[config.mk]
export PLATFORM = sky130hd
export DESIGN_NAME = glos_front
export DESIGN_NICKNAME = d
export VERILOG_FILES = /design/src/glos_pkg.sv /design/src/glos_front.sv
export SDC_FILE = /design/constraint.sdc
export NUM_CORES = 1
export LEC_CHECK = 0
export ABC_CLOCK_PERIOD_IN_PS = 9400
export BUFFER_PORTS_ARGS = -buffer_cell sky130_fd_sc_hd__buf_2
export CORE_ASPECT_RATIO = 1.2
export CORE_MARGIN = 10
export CORE_UTILIZATION = 45
export CTS_CLUSTER_DIAMETER = 40
export CTS_CLUSTER_SIZE = 12
export DETAILED_ROUTE_END_ITERATION = 8
export GPL_TIMING_DRIVEN = 0
export HOLD_SLACK_MARGIN = 0.1
export PLACE_DENSITY = 0.66
export SLEW_MARGIN = 10
export SYNTH_ARGS = -nofsm -noshare
export SYNTH_HDL_FRONTEND = slang
export SYNTH_SLANG_ARGS = --single-unit
[constraint.sdc]
create_clock -name clk -period 9.4 [get_ports clk]
set_clock_uncertainty 0.1 [all_clocks]
set_input_delay 0.47 -clock clk [delete_from_list [all_inputs] [get_ports clk]]
set_output_delay 0.47 -clock clk [all_outputs]
set_load 0.03 [all_outputs]
[src/glos_pkg.sv]
// ----------------------------------------------------------------------------
// glos_pkg: shared types and constants for the grid line-of-sight core
// Payload structs, queue entry layout, command codes and default sizes.
// ----------------------------------------------------------------------------
package glos_pkg;

	// Coordinate field width and signed cell width used during a walk
	localparam int COORD_W = 6;
	localparam int CELL_W  = COORD_W + 1;
	localparam int ERR_W   = COORD_W + 1;

	// Default grid size
	localparam int GRID_W_DEFAULT = 64;
	localparam int GRID_H_DEFAULT = 64;

	// Depth of the queue between front and back
	localparam int QUEUE_DEPTH = 2;
	localparam int QPTR_W      = (QUEUE_DEPTH > 1) ? $clog2(QUEUE_DEPTH) : 1;
	localparam int QCNT_W      = $clog2(QUEUE_DEPTH + 1);

	// Command codes
	localparam logic CMD_WRITE = 1'b0;
	localparam logic CMD_QUERY = 1'b1;

	// Input word
	typedef struct packed {
		logic               cmd;
		logic [COORD_W-1:0] from_x;
		logic [COORD_W-1:0] from_y;
		logic [COORD_W-1:0] to_x;
		logic [COORD_W-1:0] to_y;
		logic               blocked_value;
	} glos_in_t;

	// Result word
	typedef struct packed {
		logic               visible;
		logic [COORD_W-1:0] last_x;
		logic [COORD_W-1:0] last_y;
		logic               last_valid;
	} glos_out_t;

	// Classified operation held in the queue
	typedef struct packed {
		logic               cmd;
		logic [COORD_W-1:0] x0;
		logic [COORD_W-1:0] y0;
		logic [COORD_W-1:0] x1;
		logic [COORD_W-1:0] y1;
		logic               blk;
		logic [COORD_W-1:0] dx;
		logic [COORD_W-1:0] dy;
		logic               sx_neg;
		logic               sy_neg;
		logic               xmajor;
		logic               zero_len;
	} glos_op_t;

	// Queue head seen by the back part
	typedef struct packed {
		logic     valid;
		glos_op_t op;
	} glos_head_t;

	// Status from the back part to the front part
	typedef struct packed {
		logic clearing;
		logic pop;
	} glos_back_stat_t;

endpackage

[src/glos_front.sv]
// ----------------------------------------------------------------------------
// glos_front: input side of the line-of-sight core
// Accepts words, works out deltas, directions and major axis, and holds the
// classified operations in a short queue for the back part.
// ----------------------------------------------------------------------------
module glos_front (
	input  logic                     clk,
	input  logic                     arst_n,
	input  logic                     push,
	output logic                     full,
	input  glos_pkg::glos_in_t       request,
	input  glos_pkg::glos_back_stat_t stat,
	output glos_pkg::glos_head_t     head
);

	import glos_pkg::*;

	glos_op_t            op_new;
	glos_op_t            op_q [QUEUE_DEPTH];
	logic [QPTR_W-1:0]   wr_ptr_q;
	logic [QPTR_W-1:0]   rd_ptr_q;
	logic [QCNT_W-1:0]   cnt_q;
	logic                push_ok;
	logic                pop_ok;

	// Classify the incoming word
	always_comb begin
		op_new.cmd      = request.cmd;
		op_new.x0       = request.from_x;
		op_new.y0       = request.from_y;
		op_new.x1       = request.to_x;
		op_new.y1       = request.to_y;
		op_new.blk      = request.blocked_value;
		op_new.sx_neg   = !(request.to_x > request.from_x);
		op_new.sy_neg   = !(request.to_y > request.from_y);
		op_new.dx       = op_new.sx_neg ? (request.from_x - request.to_x)
		                                : (request.to_x - request.from_x);
		op_new.dy       = op_new.sy_neg ? (request.from_y - request.to_y)
		                                : (request.to_y - request.from_y);
		op_new.xmajor   = (op_new.dx >= op_new.dy);
		op_new.zero_len = (request.from_x == request.to_x) &&
		                  (request.from_y == request.to_y);
	end

	// Hold off input while the queue is full or the grid is being cleared
	assign full    = (cnt_q == QCNT_W'(QUEUE_DEPTH)) || stat.clearing;
	assign push_ok = push && !full;
	assign pop_ok  = stat.pop && (cnt_q != '0);

	// Store the classified word
	always_ff @(posedge clk) begin
		if (push_ok) begin
			op_q[wr_ptr_q] <= op_new;
		end
	end

	// Advance pointers and count
	always_ff @(posedge clk or negedge arst_n) begin
		if (!arst_n) begin
			wr_ptr_q <= '0;
			rd_ptr_q <= '0;
			cnt_q    <= '0;
		end else begin
			if (push_ok) begin
				wr_ptr_q <= (wr_ptr_q == QPTR_W'(QUEUE_DEPTH - 1)) ? '0 : wr_ptr_q + 1'b1;
			end
			if (pop_ok) begin
				rd_ptr_q <= (rd_ptr_q == QPTR_W'(QUEUE_DEPTH - 1)) ? '0 : rd_ptr_q + 1'b1;
			end
			if (push_ok && !pop_ok) begin
				cnt_q <= cnt_q + 1'b1;
			end else if (pop_ok && !push_ok) begin
				cnt_q <= cnt_q - 1'b1;
			end
		end
	end

	// Present the oldest operation
	assign head.valid = (cnt_q != '0);
	assign head.op    = op_q[rd_ptr_q];

endmodule

==> reports/metrics.csv <==
stage,metric,value,unit
status,status,"finished, final reports clean",
clock_tree,htree_num_levels,3,
synth,syn_area_per_cell,15.1,um^2
critical_path,critPathMaxStageDelay,0.42,ns
sta,setup_viol,0,
power,p_leak,2.16,nW
sta,whs,0.228,ns
critical_path,worstSetupStartpoint,request[1],
clock_tree,cts_buffers,9,
synth,syn-instance-count,286,
critical_path,cp-start-kind,input pin,
power,comb_power_share,0.370,
detailed_routing,vias,2506,
sta,maxSlewViolCount,0,
detailed_routing,wl,8.57,mm
critical_path,slowest_stage,mux2_2,
global_route,grt_pass1_vias,2686,
critical_path,critical_path_arrival,3.18,ns
power,ir_drop,0.000110,V
sta,finalCritPeriodShare,0.343,
placed_design,place.gp.congestion,0.790,
worst_hold_path,min_from,request[25],
final_layout,final_cells,502,
synth,yosys.area_share.simple,0.0310,
critical_path,cp_max_fo,7,
synth,ys_types,32,
sta,slew_headroom,0.459,
global_route,antenna_found_initial,0,
final_layout,nFillCells,809,
placed_design,dp_hpwl,6.30,mm
final_layout,fin_nets,438,
sta,fin_crit,3.22,ns
critical_path,crit_type,in -> reg,
floorplanning,num_rows,39,
final_layout,layout-drive-gt1-share,0.401,
critical_path,cp_data_required_time,9.36,ns
clock_tree,clock_latency,0.34,ns
clock_tree,cts.sinks,88,
power,sw_frac_of_total,0.346,
power,p_per_area,271,nW/um^2
power,intPower,0.928,mW
clock_tree,cts_buffer_depth,2,
placed_design,dp_cells,485,
critical_path,cp_common_cell,inv_1,
detailed_routing,drtIter0Drc,107,
final_layout,diodes,0,
critical_path,cp-end-kind,flip-flop,
global_route,grt_max_degree,33,
critical_path,path_cells,buf_2 > inv_1 > ha_1 > inv_1 > fa_1 > a211oi_1 > o21ai_1 > o211ai_4 > mux2_2 > inv_1 > ha_1 > a21o_1 > a21o_1 > a21oi_1 > o21ai_0,
global_route,grt_first_pass_wirelength,13.6,mm
sta,hold_viol,0,
sta,timing.fmax,310,MHz
detailed_routing,routedWlPerCell,17.1,um
synth,synth-xor-area-share,0.0345,
detailed_routing,remaining_drc_errors,0,
global_route,grt_remaining_overflow,0,
clock_tree,postCtsSetupRepairBufs,0,
global_route,grt_util_all_layers,0.127,
detailed_routing,dr.pass1.iters,4,
synth,synth_compound_area_frac,0.0489,
clock_tree,root_buffer,clkbuf_16,
power,finalPower,1.42,mW
clock_tree,clk_pin_slew_worst_paths,0.06,ns
detailed_routing,ant_nets,0,
floorplanning,coreArea,9470,um^2
floorplanning,die_x,109,um
clock_tree,cts_tree,done,
floorplanning,ios,75,
synth,muxShareOfSynthArea,0.134,
floorplanning,die_h,127,um
final_layout,final_util,0.553,
final_layout,layout_common_cells,"edfxtp_1 (84), buf_2 (78), mux2_2 (44)",
synth,syn_area,4320,um^2
final_layout,area_growth,21.1,%
flow_run,cap_viol_max_count,0,
final_layout,layout_commonest_cell,edfxtp_1,
power,power_switching,0.492,mW
sta,worstMarginPinSlew,0.810,ns
synth,ys_warn_count,0,
synth,synth-adder-area-share,0.102,
synth,synth_top_family_by_area,multiplexers,
placed_design,portBuffers,74,
floorplanning,die_area,13900,um^2
synth,ys_seq_elements,88,
critical_path,reg2reg_from,cnt_q[0]$_DFFE_PN0P_,
worst_hold_path,hold_path.class,in -> reg,
power,seqPwrFrac,0.365,
sta,tns,0,ns
synth,synth_nets,350,
power,p_clk_frac,0.265,
synth,synth_seq_area_share,0.607,
sta,rsz0062_at_grt,false,
detailed_routing,vias_per_cell,4.99,
floorplanning,start_util,0.457,
## repair_timing
item,in CTS,in global routing
gates resized for setup,0,0
hold buffers,1,0
endpoints found under the hold margin,4,0
## state kept, by name (all words and copies together), names as in the netlist
register,flops
cnt_q,2
op_q,84
rd_ptr_q,1
wr_ptr_q,1
## layout make-up
cell class,count,area [um^2],area share
sequential,88,2620,0.501
multi-input combinational,157,1530,0.292
timing repair buffer,77,428,0.0818
clock buffer,9,225,0.0430
tap,123,154,0.0294
inverter,32,120,0.0229
clock inverter,7,96.3,0.0184
buffer,9,61.3,0.0117
## stage by stage
| stage | instance area, um^2 | worst slack, ns |
|---|---|---|
| 6_report | 5230 | 6.18 |
| 5_1_grt | 5230 | 6.00 |
| 4_1_cts | 5230 | 6.19 |
| 3_5_place_dp | 4900 | 5.84 |
| 3_3_place_gp | 4850 | 5.13 |
| 2_1_floorplan | 4320 | 6.28 |
## per-layer routing
layer  vias to the layer above  wire (um)  track usage
met5                         -          0            0
met4                         0        110       0.0483
met3                         8        451       0.0402
met2                        52       4290        0.209
met1                      1226       3710        0.151
li1                       1220          -            -
## Yosys cell counts
library cell	instances	area (um^2)
a21o_2	2	17.5
and3_1	1	6.26
nand3b_1	4	30.0
buf_4	2	15.0
mux2i_1	7	70.1
a21o_1	4	30.0
ha_1	29	363
edfxtp_1	84	2520
nand2b_1	1	6.26
or2_2	1	6.26
o211ai_2	1	12.5
nand3_1	2	10.0
nand2_1	7	26.3
and4_1	2	17.5
and2_1	2	12.5
dfrtp_1	4	100
mux2_2	44	495
a221oi_1	4	35.0
xnor2_1	9	78.8
o211ai_4	1	21.3
inv_1	32	120
o21ai_1	1	5.00
buf_2	4	20.0
nor2_1	5	18.8
xor2_1	8	70.1
clkbuf_1	1	3.75
o21ai_0	4	20.0
buf_6	2	22.5
a21oi_1	11	55.1
a211oi_1	2	15.0
fa_1	4	80.1
mux2_4	1	15.0
## kinds of logic (layout without fill, tap and decap cells)
kind of cell	count (synthesis)	count (layout)
AO/OA/AOI/OAI	30	30
XOR/XNOR	17	17
adder cells (fa/ha/maj)	33	33
buffers and inverters	41	134
flip-flops	88	88
multiplexers	52	52
AND/OR/NAND/NOR	25	25
## power by group through the flow
stage                     registers (mW)  logic [mW]  clock network, mW
after global placement             0.527       0.518                  0
after global routing               0.523       0.568              0.404
final                              0.518       0.526              0.376
after CTS                          0.519       0.539              0.388
after detailed placement           0.527       0.535                  0
after floorplan                    0.523       0.385                  0
## final timing paths
check                                             end  slack (ns)  cells past startpoint
worst max-delay path             op_q[0][1]$_DFFE_PP_        6.18                     15
worst min-delay path            op_q[1][41]$_DFFE_PP_        0.23                      1
worst max register to register   op_q[0][6]$_DFFE_PP_        7.25                      5
worst min register to register   cnt_q[1]$_DFFE_PN0P_        0.38                      1
max in group asynchronous        wr_ptr_q$_DFFE_PN0P_        8.71                      2
min in group asynchronous        rd_ptr_q$_DFFE_PN0P_        0.36                      2
## worst max-delay path: cells and delay by family
kind                       cells  cell delay (ns)
AOI/OAI and AO/OA              7             1.19
adders and majority gates      3             0.79
buffers and inverters          4             0.29
muxes                          1             0.42
Power figures use the tool's default switching activity.
